### config.mk
export PLATFORM = sky130hd
export DESIGN_NAME = sync_word_packet_deframer_flat
export DESIGN_NICKNAME = d
export VERILOG_FILES = /design/src/hw/rtl/swd_pkg.sv /design/src/hw/rtl/swd_if.sv /design/src/hw/rtl/swd_front.sv /design/src/hw/rtl/swd_back.sv /design/src/hw/rtl/sync_word_packet_deframer.sv /design/src/flat_wrapper.sv
export SDC_FILE = /design/constraint.sdc
export NUM_CORES = 1
export LEC_CHECK = 0
export ABC_CLOCK_PERIOD_IN_PS = 12800
export CAP_MARGIN = 20
export CORE_ASPECT_RATIO = 0.75
export CORE_UTILIZATION = 45
export CTS_CLUSTER_DIAMETER = 150
export CTS_CLUSTER_SIZE = 24
export DETAILED_ROUTE_END_ITERATION = 6
export DONT_BUFFER_PORTS = 1
export SKIP_LAST_GASP = 1
export SYNTH_ARGS = -nofsm -noshare
export SYNTH_HDL_FRONTEND = slang
export SYNTH_SLANG_ARGS = --single-unit
### constraint.sdc
create_clock -name clk_i -period 12.8 [get_ports clk_i]
set_input_delay 1.28 -clock clk_i [delete_from_list [all_inputs] [get_ports clk_i]]
set_output_delay 1.28 -clock clk_i [all_outputs]
set_load 0.01 [all_outputs]
### src/hw/rtl/swd_pkg.sv
`timescale 1ns / 1ps
// ----------------------------------------------------------------------------
// swd_pkg
// Types, codes and CRC-32 helpers shared by the sync word packet deframer.
// ----------------------------------------------------------------------------
package swd_pkg;

  localparam int unsigned QueueDepth = 2;
  localparam int unsigned QueuePtrW  = $clog2(QueueDepth);
  localparam int unsigned QueueCntW  = $clog2(QueueDepth + 1);

  localparam logic [63:0] SyncWord  = 64'hDEAD_BEEF_CAFE_BABE;
  localparam logic [31:0] CrcInit   = 32'hFFFF_FFFF;
  localparam logic [31:0] CrcPoly   = 32'hEDB8_8320;
  localparam logic [15:0] CrcBytes  = 16'd4;

  typedef enum logic [2:0] {
    KIND_HEADER  = 3'd0,
    KIND_PAYLOAD = 3'd1,
    KIND_GOOD    = 3'd2,
    KIND_BAD     = 3'd3,
    KIND_ABORT   = 3'd4
  } kind_e;

  typedef enum logic [2:0] {
    PH_HUNT    = 3'd0,
    PH_LEN_HI  = 3'd1,
    PH_LEN_LO  = 3'd2,
    PH_ID      = 3'd3,
    PH_PAYLOAD = 3'd4,
    PH_CRC     = 3'd5
  } phase_e;

  typedef enum logic {
    OP_BYTE    = 1'b0,
    OP_TIMEOUT = 1'b1
  } op_e;

  // Classified item handed from the front to the back.
  typedef struct packed {
    op_e        op;
    logic [7:0] data;
  } item_t;

  // Queue handshake between front and back.
  typedef struct packed {
    logic  valid;
    item_t item;
  } queue_out_t;

  // One byte through the reflected CRC-32 register.
  function automatic logic [31:0] crc_byte(input logic [31:0] crc, input logic [7:0] b);
    logic [31:0] c;
    c = crc ^ {24'd0, b};
    for (int i = 0; i < 8; i++) begin
      c = c[0] ? ((c >> 1) ^ CrcPoly) : (c >> 1);
    end
    return c;
  endfunction

  // CRC register after the eight sync bytes, folded at elaboration.
  function automatic logic [31:0] sync_crc();
    logic [31:0] c;
    c = CrcInit;
    for (int i = 7; i >= 0; i--) begin
      c = crc_byte(c, SyncWord[i*8 +: 8]);
    end
    return c;
  endfunction

  localparam logic [31:0] CrcAfterSync = sync_crc();

endpackage

### src/hw/rtl/swd_if.sv
`timescale 1ns / 1ps
// ----------------------------------------------------------------------------
// swd_in_if / swd_out_if
// Valid/ready channels carrying received items and deframer results.
// ----------------------------------------------------------------------------
interface swd_in_if;
  logic       valid;
  logic       ready;
  logic [7:0] rx_byte;
  logic       timeout;

  modport source (output valid, rx_byte, timeout, input ready);
  modport sink   (input valid, rx_byte, timeout, output ready);
endinterface

interface swd_out_if;
  logic        valid;
  logic        ready;
  logic [2:0]  out_kind;
  logic [7:0]  out_byte;
  logic [7:0]  frame_id;
  logic [15:0] payload_length;
  logic        frame_last;

  modport source (output valid, out_kind, out_byte, frame_id, payload_length, frame_last,
                  input ready);
  modport sink   (input valid, out_kind, out_byte, frame_id, payload_length, frame_last,
                  output ready);
endinterface

### src/hw/rtl/swd_front.sv
`timescale 1ns / 1ps
// ----------------------------------------------------------------------------
// swd_front
// Accepts input items, tags them as byte or timeout and queues them.
// ----------------------------------------------------------------------------
module swd_front (
  input  logic                  clk_i,
  input  logic                  rst_ni,
  swd_in_if.sink                in_i,
  output swd_pkg::queue_out_t   q_o,
  input  logic                  q_pop_i
);

  swd_pkg::item_t                    mem_q [swd_pkg::QueueDepth];
  logic [swd_pkg::QueuePtrW-1:0]     wr_ptr_q, wr_ptr_d;
  logic [swd_pkg::QueuePtrW-1:0]     rd_ptr_q, rd_ptr_d;
  logic [swd_pkg::QueueCntW-1:0]     cnt_q, cnt_d;
  logic                              push, pop;
  swd_pkg::item_t                    item_in;

  assign in_i.ready = (cnt_q != swd_pkg::QueueCntW'(swd_pkg::QueueDepth));
  assign push       = in_i.valid && in_i.ready;
  assign pop        = q_pop_i && (cnt_q != '0);

  always_comb begin
    item_in.op   = in_i.timeout ? swd_pkg::OP_TIMEOUT : swd_pkg::OP_BYTE;
    item_in.data = in_i.rx_byte;
  end

  always_comb begin
    wr_ptr_d = push ? wr_ptr_q + 1'b1 : wr_ptr_q;
    rd_ptr_d = pop  ? rd_ptr_q + 1'b1 : rd_ptr_q;
    cnt_d    = cnt_q + swd_pkg::QueueCntW'(push) - swd_pkg::QueueCntW'(pop);
  end

  always_ff @(posedge clk_i or negedge rst_ni) begin
    if (!rst_ni) begin
      wr_ptr_q <= '0;
      rd_ptr_q <= '0;
      cnt_q    <= '0;
    end else begin
      wr_ptr_q <= wr_ptr_d;
      rd_ptr_q <= rd_ptr_d;
      cnt_q    <= cnt_d;
    end
  end

  always_ff @(posedge clk_i) begin
    if (push) begin
      mem_q[wr_ptr_q] <= item_in;
    end
  end

  assign q_o.valid = (cnt_q != '0);
  assign q_o.item  = mem_q[rd_ptr_q];

endmodule

### src/hw/rtl/swd_back.sv
`timescale 1ns / 1ps
// ----------------------------------------------------------------------------
// swd_back
// Frame state machine with running CRC-32 and a registered result stage.
// ----------------------------------------------------------------------------
module swd_back (
  input  logic                  clk_i,
  input  logic                  rst_ni,
  input  swd_pkg::queue_out_t   q_i,
  output logic                  q_pop_o,
  swd_out_if.source             out_o
);

  swd_pkg::phase_e phase_q, phase_d;
  logic [63:0]     window_q, window_d;
  logic [15:0]     length_q, length_d;
  logic [15:0]     count_q, count_d;
  logic [7:0]      id_q, id_d;
  logic [31:0]     crc_q, crc_d;
  logic [31:0]     crc_rx_q, crc_rx_d;

  logic [31:0]     crc_step;
  logic [15:0]     count_inc;
  logic [63:0]     window_shift;
  logic            step;
  logic            is_to;
  logic [7:0]      b;

  logic            res_emit;
  swd_pkg::kind_e  res_kind;
  logic [7:0]      res_byte;
  logic            res_last;

  logic            out_valid_q;
  swd_pkg::kind_e  out_kind_q;
  logic [7:0]      out_byte_q;
  logic [7:0]      out_id_q;
  logic [15:0]     out_len_q;
  logic            out_last_q;

  // Take the next item when the result stage is free or draining.
  assign step    = q_i.valid && (!out_valid_q || out_o.ready);
  assign q_pop_o = step;
  assign is_to   = (q_i.item.op == swd_pkg::OP_TIMEOUT);
  assign b       = q_i.item.data;

  assign crc_step     = swd_pkg::crc_byte(crc_q, b);
  assign count_inc    = count_q + 16'd1;
  assign window_shift = {window_q[55:0], b};

  // Next state.
  always_comb begin
    phase_d  = phase_q;
    window_d = window_q;
    length_d = length_q;
    count_d  = count_q;
    id_d     = id_q;
    crc_d    = crc_q;
    crc_rx_d = crc_rx_q;
    if (step) begin
      if (is_to) begin
        phase_d  = swd_pkg::PH_HUNT;
        window_d = '0;
        crc_d    = swd_pkg::CrcInit;
      end else begin
        unique case (phase_q)
          swd_pkg::PH_LEN_HI: begin
            crc_d    = crc_step;
            length_d = {b, 8'd0};
            phase_d  = swd_pkg::PH_LEN_LO;
          end
          swd_pkg::PH_LEN_LO: begin
            crc_d    = crc_step;
            length_d = {length_q[15:8], b};
            phase_d  = swd_pkg::PH_ID;
          end
          swd_pkg::PH_ID: begin
            crc_d   = crc_step;
            id_d    = b;
            count_d = '0;
            phase_d = (length_q == '0) ? swd_pkg::PH_CRC : swd_pkg::PH_PAYLOAD;
          end
          swd_pkg::PH_PAYLOAD: begin
            crc_d = crc_step;
            if (count_inc >= length_q) begin
              count_d = '0;
              phase_d = swd_pkg::PH_CRC;
            end else begin
              count_d = count_inc;
            end
          end
          swd_pkg::PH_CRC: begin
            crc_rx_d = {crc_rx_q[23:0], b};
            if (count_inc >= swd_pkg::CrcBytes) begin
              count_d  = '0;
              phase_d  = swd_pkg::PH_HUNT;
              window_d = '0;
              crc_d    = swd_pkg::CrcInit;
            end else begin
              count_d = count_inc;
            end
          end
          default: begin
            phase_d  = swd_pkg::PH_HUNT;
            window_d = window_shift;
            if (window_shift == swd_pkg::SyncWord) begin
              crc_d    = swd_pkg::CrcAfterSync;
              length_d = '0;
              id_d     = '0;
              count_d  = '0;
              crc_rx_d = '0;
              phase_d  = swd_pkg::PH_LEN_HI;
            end
          end
        endcase
      end
    end
  end

  // Result of the current item.
  always_comb begin
    res_emit = 1'b0;
    res_kind = swd_pkg::KIND_HEADER;
    res_byte = '0;
    res_last = 1'b0;
    if (step) begin
      if (is_to) begin
        if (phase_q != swd_pkg::PH_HUNT) begin
          res_emit = 1'b1;
          res_kind = swd_pkg::KIND_ABORT;
          res_last = 1'b1;
        end
      end else begin
        unique case (phase_q)
          swd_pkg::PH_ID: begin
            res_emit = 1'b1;
            res_kind = swd_pkg::KIND_HEADER;
          end
          swd_pkg::PH_PAYLOAD: begin
            res_emit = 1'b1;
            res_kind = swd_pkg::KIND_PAYLOAD;
            res_byte = b;
          end
          swd_pkg::PH_CRC: begin
            if (count_inc >= swd_pkg::CrcBytes) begin
              res_emit = 1'b1;
              res_last = 1'b1;
              res_kind = (~crc_q == {crc_rx_q[23:0], b}) ? swd_pkg::KIND_GOOD
                                                         : swd_pkg::KIND_BAD;
            end
          end
          default: begin
            res_emit = 1'b0;
          end
        endcase
      end
    end
  end

  always_ff @(posedge clk_i or negedge rst_ni) begin
    if (!rst_ni) begin
      phase_q     <= swd_pkg::PH_HUNT;
      window_q    <= '0;
      length_q    <= '0;
      count_q     <= '0;
      id_q        <= '0;
      crc_q       <= swd_pkg::CrcInit;
      crc_rx_q    <= '0;
      out_valid_q <= 1'b0;
    end else begin
      phase_q  <= phase_d;
      window_q <= window_d;
      length_q <= length_d;
      count_q  <= count_d;
      id_q     <= id_d;
      crc_q    <= crc_d;
      crc_rx_q <= crc_rx_d;
      if (res_emit) begin
        out_valid_q <= 1'b1;
      end else if (out_o.ready) begin
        out_valid_q <= 1'b0;
      end
    end
  end

  always_ff @(posedge clk_i) begin
    if (res_emit) begin
      out_kind_q <= res_kind;
      out_byte_q <= res_byte;
      out_id_q   <= id_d;
      out_len_q  <= length_d;
      out_last_q <= res_last;
    end
  end

  assign out_o.valid          = out_valid_q;
  assign out_o.out_kind       = out_kind_q;
  assign out_o.out_byte       = out_byte_q;
  assign out_o.frame_id       = out_id_q;
  assign out_o.payload_length = out_len_q;
  assign out_o.frame_last     = out_last_q;

endmodule

### src/hw/rtl/sync_word_packet_deframer.sv
`timescale 1ns / 1ps
// ----------------------------------------------------------------------------
// sync_word_packet_deframer
// Hunts for a 64-bit sync word in a byte stream and unpacks length/id framed
// packets with a trailing CRC-32.
// ----------------------------------------------------------------------------
// The block takes one item per clock on in_i while out_o keeps up: a received
// byte or a timeout. Items enter a two-entry queue in the front and the back
// consumes one per cycle while its result register is free or being taken,
// running the frame state machine and a combinational CRC-32 byte step. The
// back registers a result as it pops the item and out_o takes it from there;
// the result register accepts a new entry in the cycle the old one is taken.
// While hunting, bytes slide through an 8-byte window until it reads
// DE AD BE EF CA FE BA BE. After that: big-endian 16-bit length, id byte,
// payload, big-endian CRC-32 (reflected, poly EDB88320, init all ones, final
// inversion) over sync word, length, id and payload. Results: one header after
// the id, one per payload byte, then good or bad CRC with frame_last set. A
// timeout mid-frame yields an abort with frame_last set; any timeout clears the
// window and restarts hunting. Overlapping sync words are not searched.
// ----------------------------------------------------------------------------
module sync_word_packet_deframer (
  input  logic       clk_i,
  input  logic       rst_ni,
  swd_in_if.sink     in_i,
  swd_out_if.source  out_o
);

  // Classified items waiting for the frame engine.
  swd_pkg::queue_out_t q_head;
  logic                q_pop;

  // Front: accept and tag items, hold them until the back can take them.
  swd_front u_front (
    .clk_i   (clk_i),
    .rst_ni  (rst_ni),
    .in_i    (in_i),
    .q_o     (q_head),
    .q_pop_i (q_pop)
  );

  // Back: advance the frame state, update the CRC, register results.
  swd_back u_back (
    .clk_i   (clk_i),
    .rst_ni  (rst_ni),
    .q_i     (q_head),
    .q_pop_o (q_pop),
    .out_o   (out_o)
  );

endmodule

### src/flat_wrapper.sv
// flat-port wrapper written by rule: the top's interface ports become plain ports
module sync_word_packet_deframer_flat 
  (clk_i, rst_ni, in_i_valid, in_i_rx_byte, in_i_timeout, in_i_ready, out_o_valid, out_o_out_kind, out_o_out_byte, out_o_frame_id, out_o_payload_length, out_o_frame_last, out_o_ready);
  swd_in_if in_i_i ();
  swd_out_if out_o_i ();
  input  logic clk_i;
  input  logic rst_ni;
  input wire logic [$bits(in_i_i.valid)-1:0] in_i_valid;
  input wire logic [$bits(in_i_i.rx_byte)-1:0] in_i_rx_byte;
  input wire logic [$bits(in_i_i.timeout)-1:0] in_i_timeout;
  output wire logic [$bits(in_i_i.ready)-1:0] in_i_ready;
  output wire logic [$bits(out_o_i.valid)-1:0] out_o_valid;
  output wire logic [$bits(out_o_i.out_kind)-1:0] out_o_out_kind;
  output wire logic [$bits(out_o_i.out_byte)-1:0] out_o_out_byte;
  output wire logic [$bits(out_o_i.frame_id)-1:0] out_o_frame_id;
  output wire logic [$bits(out_o_i.payload_length)-1:0] out_o_payload_length;
  output wire logic [$bits(out_o_i.frame_last)-1:0] out_o_frame_last;
  input wire logic [$bits(out_o_i.ready)-1:0] out_o_ready;
  assign in_i_i.valid = in_i_valid;
  assign in_i_i.rx_byte = in_i_rx_byte;
  assign in_i_i.timeout = in_i_timeout;
  assign in_i_ready = in_i_i.ready;
  assign out_o_valid = out_o_i.valid;
  assign out_o_out_kind = out_o_i.out_kind;
  assign out_o_out_byte = out_o_i.out_byte;
  assign out_o_frame_id = out_o_i.frame_id;
  assign out_o_payload_length = out_o_i.payload_length;
  assign out_o_frame_last = out_o_i.frame_last;
  assign out_o_i.ready = out_o_ready;
  sync_word_packet_deframer u_core (.clk_i(clk_i), .rst_ni(rst_ni), .in_i(in_i_i), .out_o(out_o_i));
endmodule
Yosys cells after proc, flatten, opt, wreduce, memory -nomap -nowiden
Memory sizes are Yosys's and may differ from the RTL's.
Index checks and enable logic that the tools add are counted.
{ "totals": {"wordCells": 125, "ramBits": 18, "mem_count": 1, "input_bits": 13, "out_inout_bits": 38, "ff_bits": 196} }
{ "classes": {"muxes": 52, "add_sub_neg": 5, "eq_ne": 11, "n_bitwise": 15, "n_reduce_logical": 23, "n_lt_le_gt_ge": 2} }
{ "memory_table": {"columns": ["memory", "words", "word_bits", "read_ports", "rd_ports_with_merged_regs", "write_ports", "line_no", "text"], "rows": [
  ["u_core.u_front.mem_q", 2, 9, 1, 0, 1, "swd_front.sv:14", "swd_pkg::item_t mem_q [swd_pkg::QueueDepth];"]
]} }
{ "ops": {"columns": ["cell", "n"], "rows": [
  ["two-way mux 32 bit", 11],
  ["two-way mux 56 bit", 2],
  ["inverter 13 -> 14 bit", 8],
  ["case mux 56 bit (2 select lines)", 1],
  ["two-way mux 16 bit", 6],
  ["equality test 64 bit, second input constant", 1],
  ["case mux 16 bit (4 select lines)", 1],
  ["case mux 32 bit (2 select lines)", 1],
  ["case mux 16 bit (3 select lines)", 1],
  ["case mux 24 bit (2 select lines)", 1],
  ["equality test 32 bit", 1],
  ["inverter 32 bit", 1],
  ["XOR 32 x 8 -> 32 bit", 1],
  ["two-way mux 24 bit", 1],
  ["two-way mux 8 bit", 3],
  ["adder 16 x 1 -> 16 bit, second input constant", 1],
  ["greater-or-equal comparator 16 bit", 1],
  ["greater-or-equal comparator 16 x 3 -> 1 bit, second input constant", 1],
  ["logical NOT 16 bit", 1],
  ["case mux 8 bit (2 select lines)", 1],
  ["two-way mux 3 bit", 5],
  ["case mux 3 bit (5 select lines)", 1],
  ["two-way mux 1 bit", 14],
  ["AND reduction 3 bit", 3],
  ["23 further kinds", 40]
]} }

Longest topological paths before layout
An unclocked memory read counts as a cell.
{ "depth": {"depth_word": 20, "depth_mapped": 16, "mapped_depth_nobuf": 14} }

By module
From an unflattened synthesis, not the netlist that was laid out.
{ "unflattened": {"cells_unflattened": 900, "area_unflattened_um2": 10694.0} }
{ "modules_own_cells": {"columns": ["module", "area_each_um2", "seq_area_each_um2", "cells_each", "n_inst"], "rows": [
  ["swd_back", 9813.2, 5024.8, 850, 1],
  ["swd_front", 880.8, 640.6, 50, 1]
]} }

Worst setup path after synthesis
OpenSTA, ideal clock, no wires.
{ "synth_timing": {"path_type": "reg-to-reg", "startpoint": "reg u_core.u_back.count_q[0]", "endpoint": "reg u_core.u_back.out_id_q[0], in the netlist u_core.u_back.out_o.frame_id[0] (enable)", "period_less_slack_ps": 4869, "arrival_time_ps": 4395, "t_required_ps": 12326, "path_stages_with_launch": 10, "n_path_buf": 1, "setup_ps": 474, "slack_ps": 7931, "path_cell_list": "dfrtp_1 > ha_1 > buf_2 > nand3_2 > nor3_1 > nor4_1 > o211ai_1 > nor2_2 > and3_1 > nor3_1"} }
{ "synth_via": {"elab_chain_len": 6} }
{ "synth_lines": {"columns": ["element", "line_no", "text"], "rows": [
  ["from (decl)", "swd_back.sv:17", "logic [15:0] count_q, count_d;"],
  ["from (signal assigned)", "swd_back.sv:174", "count_q <= count_d;"],
  ["adder 16 x 1 -> 16 bit", "swd_back.sv:48", "assign count_inc = count_q + 16'd1;"],
  ["greater-or-equal comparator 16 x 3 -> 1 bit", "swd_back.sv:145", "if (count_inc >= swd_pkg::CrcBytes) begin"],
  ["two-way mux 1 bit", "swd_back.sv:145", null],
  ["case mux 1 bit (2 select lines)", "swd_back.sv:134", "unique case (phase_q)"],
  ["two-way mux 1 bit", "swd_back.sv:127", "if (is_to) begin"],
  ["two-way mux 1 bit", "swd_back.sv:126", "if (step) begin"],
  ["via u_core.u_back.res_emit", "swd_back.sv:29", "logic res_emit;"],
  ["to (signal assigned)", "swd_back.sv:190", "out_id_q <= id_d;"],
  ["to (decl)", "swd_back.sv:37", "logic [7:0] out_id_q;"]
]} }
The timed path passes the listed nets, and every way through them passes these cells.
A chain may end at the register's enable or synchronous reset.

Final worst setup path
{ "layout_timing": {"startpoint": "reg u_core.u_back.count_q[0]", "endpoint": "reg u_core.u_back.count_q[10]"} }
{ "layout_via": {"elab_chain_len": 4, "word_cells_on_any_way": 6, "cone_classes": "1 x add/sub; 2 x order compare; 3 x mux"} }
{ "layout_lines": {"columns": ["element", "line_no", "text"], "rows": [
  ["adder 16 x 1 -> 16 bit *", "swd_back.sv:48", null],
  ["greater-or-equal comparator 16 x 3 -> 1 bit / greater-or-equal comparator 16 bit (equally long branches)", "swd_back.sv:94, swd_back.sv:85", null],
  ["two-way mux 16 bit, on equally long branches", "swd_back.sv:94, swd_back.sv:85", null],
  ["case mux 16 bit (4 select lines) *", "swd_back.sv:66", "unique case (phase_q)"]
]} }
Mark *: on every way between the ends. The rest lies on a longest branch, timed or not.

==> impl.org <==
** Status
- The flow ran to the end, and the final reports show no timing, DRC or antenna violations.

** Min path
- Hold Crit Start :: u_core.u_back.crc_q[7]$_DFFE_PN1P_
- Hold Crit Depth :: 2
- Worst min-delay path class :: register to register
- End point of the most critical hold path :: u_core.u_back.crc_q[7]$_DFFE_PN1P_

** Floorplanning
- Number of placement rows :: 48
- The total area inside the core boundary comes to 23360 µm².
- In this run the horizontal extent of the chip is 181.7 µm.
- Initial standard-cell utilization of the core :: 46.65%
- Area of the die :: 24850 µm²
- Total I/O pin count :: 51
- Die height :: 136.8 µm

** GRT
- Antenna violations before repair :: 0
- Grt ovf :: 0
- The number of global-route vias before repair came to 6459.
- Entering global routing, the biggest net connects 161 pins.
- Global routing used 21.03% of the available tracks.
- The first global-routing pass estimated 40210 µm of wire.

** Worst setup path
- STA classifies the critical path endpoint as a register.
- Arrival time of the worst setup path :: 4840 ps
- Critical path launch point type :: register
- In this run the critical register-to-register path is captured at u_core.u_back.count_q[10]$_DFFE_PN0P_.
- Flop-to-flop setup slack :: 8330 ps
- For this design, the slowest cell found on the critical path is dfrtp_1.
- Launch point of the worst path :: u_core.u_back.count_q[0]$_DFFE_PN0P_
- Of all nets on the critical path, the largest fanout is 12.
- Depth of the worst register-to-register path :: 14
- Beginning of the worst register-to-register path :: u_core.u_back.count_q[0]$_DFFE_PN0P_
- Traced cell by cell, the critical path runs through ha_1 -> nand3_2 -> nor3_1 -> and3_1 -> nand3_1 -> xnor2_1 -> ha_1 -> nand4_1 -> nor2_1 -> a2111oi_0 -> o311ai_1 -> o31ai_2 -> nand3_1 -> o31ai_1.
- By startpoint and endpoint, the worst setup path is classified as register to register.
- At the worst endpoint, the required time is 13170 ps.
- Critical path's largest stage delay :: 520 ps

** Synth
- Number of enable flip-flop cells after synthesis :: 54
- Share of synthesized cell area in and, or, nand and nor gates :: 11.99%
- Post-Synth XOR/XNOR Area :: 10.98%
- Leading cell types by count after synthesis :: 128 x dfrtp_1, 88 x a22o_1, 82 x xnor2_1, 58 x nand2_1, 54 x edfxtp_1
- Top-count cell post-synth :: dfrtp_1
- Synth Flop Type :: dfrtp_1
- After synthesis, the largest family of logic cells by area is compound AO/OA/AOI/OAI gates.
- Sequential-to-total area share from yosys stat :: 51.99%
- Portion of synthesized cell area occupied by the leading cell type :: 29.39%
- Synthesized instance count :: 891
- Summing the areas of all fa, ha and maj instances in the mapped netlist gives 2.411% of the synthesized area.
- Complex-gate fraction of the synthesized area :: 14.72%
- YS warnings :: 0
- The synthesized design contains 214 register bits.
- Share of flip-flops with an asynchronous set or reset after synthesis :: 74.77%
- Counting every net in the synthesized netlist gives 925.
- Average instance area after synthesis :: 12.23 µm²
- Summing every instance area after synthesis gives 10900 µm².
- Biggest area consumer among synthesized cells :: dfrtp_1
- Leading post-synthesis cells by cell area :: dfrtp_1 29%, edfxtp_1 15%, dfstp_2 7.7%, a22o_1 7.1%, xnor2_1 6.6%
- Post-synthesis cell type count :: 77
- Multiplexer area fraction after synthesis :: 4.443%

** Detailed routing
- The detailed router finished its first iteration with 792 violations.
- In the routed layout, each cell is associated on average with a via count of 6.013.
- For this run, the detailed router's first-pass iteration total came to 5.
- Post-DRT Antenna Nets :: 0
- Routed wire length per instance :: 21.87 µm
- Drt total wl :: 25740 µm
- For this block, the via count after detailed routing is 7077.
- DRC errors left :: 0

** Clock network
- After clock tree synthesis, the clock-pin slew on the worst setup and hold paths is 110 ps.
- The number of setup buffers added after CTS is 0.
- The number of gates resized after CTS was 0.
- In this run, CTS created clock tree buffers numbering 12.
- Source-to-sink clock delay at the later pin of the worst-skew pair :: 480 ps
- Cell chosen for the clock root :: clkbuf_16
- CTS HTree Levels :: 1
- Number of hold buffers added after CTS :: 0
- TritonCTS clock tree :: built
- The longest clock path from root to sink contains 3 buffers.
- Counting every sink on the clock net gives 214.

** Placement
- OpenSTA, run right after detailed placement, puts the worst setup slack at 8444 ps.
- The congestion estimate from routability-driven global placement came to 0.8392.
- After legalization and detailed placement, the total HPWL measured 18160 µm.
- PortBufs :: 0

** Layout
- # diodes :: 0
- The post-route netlist has 13.34% of its cells at a drive strength greater than 1.
- At the end of the flow, the number of nets in the layout was 905.
- Signed area change from the synthesized netlist to the final layout :: 5.144%

** Power
- Switching component of the power :: 1.023 mW
- Pint :: 1.590 mW
- Standby leakage power :: 4.452 nW
- Part of the power in registers :: 37.3%
- Dividing total power by cell area gives a power density of 228.0 nW/µm².
- Combinational logic burns 46.9% of the power.
- Per report_power, the clock group accounts for 15.7% of the total.
- Net switching share of the total power :: 39.16%
- The worst-case IR drop observed on VDD is 0.1274 mV.
- The design draws 2.613 mW.

** Timing
- Based on the critical path, the design can be clocked at up to 223.9 MHz.
- Setup repair after global routing left no endpoint under its margin.
- Final Hold Vio Count :: 0
- In the finished design, the share of the clock period the worst path needs comes to 34.89%.
- Post-layout min period :: 4466 ps
- Once routing completed, OpenROAD measured the worst setup slack at 8334 ps.
- Final TNS setup :: 0 ps
- For the pin with the worst max-slew slack, the measured transition is 1060 ps.
- Across the routed clock network, the largest skew measured is 22.80 ps.
- Setup violations remaining at the end of the flow were counted as 0.
- The final-report max-slew violation count was 0.
- Relative slew slack :: 29.18%

** Job
- Max Cap Violations :: 0
[power by group through the flow]
stage | clock, mW | sequential, mW | combinational [mW]
global route | 0.443 | 0.991 | 1.34
CTS | 0.421 | 0.972 | 1.23
global placement | 0 | 0.987 | 1.22
detailed placement | 0 | 0.984 | 1.22
finish | 0.412 | 0.976 | 1.23
floorplan | 0 | 0.924 | 1.05
[flip-flops by register name, indices dropped and copies added, names as in the netlist, 2 cells and up]
signal / cells
u_core.u_back.crc_q: 32
u_core.u_back.id_q: 8
u_core.u_back.length_q: 16
u_core.u_back.window_q: 56
u_core.u_back.count_q: 16
u_core.u_back.crc_rx_q: 24
u_core.u_back.out_o.out_byte: 8
u_core.u_back.phase_q: 3
u_core.u_back.out_o.payload_length: 16
u_core.u_back.out_o.frame_id: 8
u_core.u_front.mem_q: 18
u_core.u_front.cnt_q: 2
u_core.u_back.out_o.out_kind: 3
[worst max-delay path, delay by kind of cell (launching register included)]
kind / cells / cell delay, ps
AOI/OAI and AO/OA: 4 / 1340
xor gates and xnor gates: 1 / 220
adders and majority gates: 2 / 710
DFF: 1 / 520
and+or+nand+nor: 7 / 1570
[worst max path at each step]
stage,endpoint,slack (ps),cells past startpoint
floorplan,u_core.u_back.out_o.frame_id[0]$_DFFE_PP_,7930,9
detailed placement,u_core.u_back.count_q[10]$_DFFE_PN0P_,8440,14
global placement,u_core.u_back.count_q[10]$_DFFE_PN0P_,8620,13
finish,u_core.u_back.count_q[10]$_DFFE_PN0P_,8330,14
CTS,u_core.u_back.count_q[10]$_DFFE_PN0P_,8370,14
global route,u_core.u_back.count_q[10]$_DFFE_PN0P_,7960,14
[kinds of logic after synthesis]
logic type,count (synthesis)
buf+inv,76
compound gates,199
fa+ha+maj,21
xor+xnor,114
mux,32
flops,214
simple gates,235
[through the flow]
step	hold slack (ps)	util (%)	cell area, µm²	instances
final	488.4	49.05	11460	1177
after global routing	469.3	49.05	11460	1177
after CTS	480.5	49.01	11450	1176
after detailed placement	477.1	47.51	11100	1156
after global placement	468.7	47.51	11100	1156
after floorplan	459.9	-	10900	891
[layer usage]
layer / GRT usage (%) / vias to the layer above / routed length [µm]
met5: 0 / - / 0
met4: 3.578 / 0 / 351
met3: 3.805 / 24 / 1613
met2: 26.86 / 235 / 9899
met1: 35.76 / 3544 / 13880
li1: - / 3274 / -
[cells in the final DEF, fill, tap and decap left out, drive strengths merged, types with 21 or more instances in the layout]
cell type  netlist  layout
inv             32      32
o21ai           28      28
nor2            41      41
xnor2           95      95
mux2            22      22
dfstp           32      32
nand2           59      59
dfrtp          128     128
a22o            88      88
edfxtp          54      54
nor3            22      22
o2bb2ai         22      22
ha              21      21
[area by class of cell]
| cell class | count | area (µm²) |
|---|---|---|
| clock buffers | 19 | 347.8 |
| flip-flops and latches | 214 | 5665 |
| clock inverters | 1 | 3.754 |
| multi-input cells | 601 | 4871 |
| repair buffers | 10 | 75.07 |
| well taps | 300 | 375.4 |
| fillers | 2028 | 11900 |
| inverters | 32 | 120.1 |
Note: power is estimated with default switching activity, not from simulation.
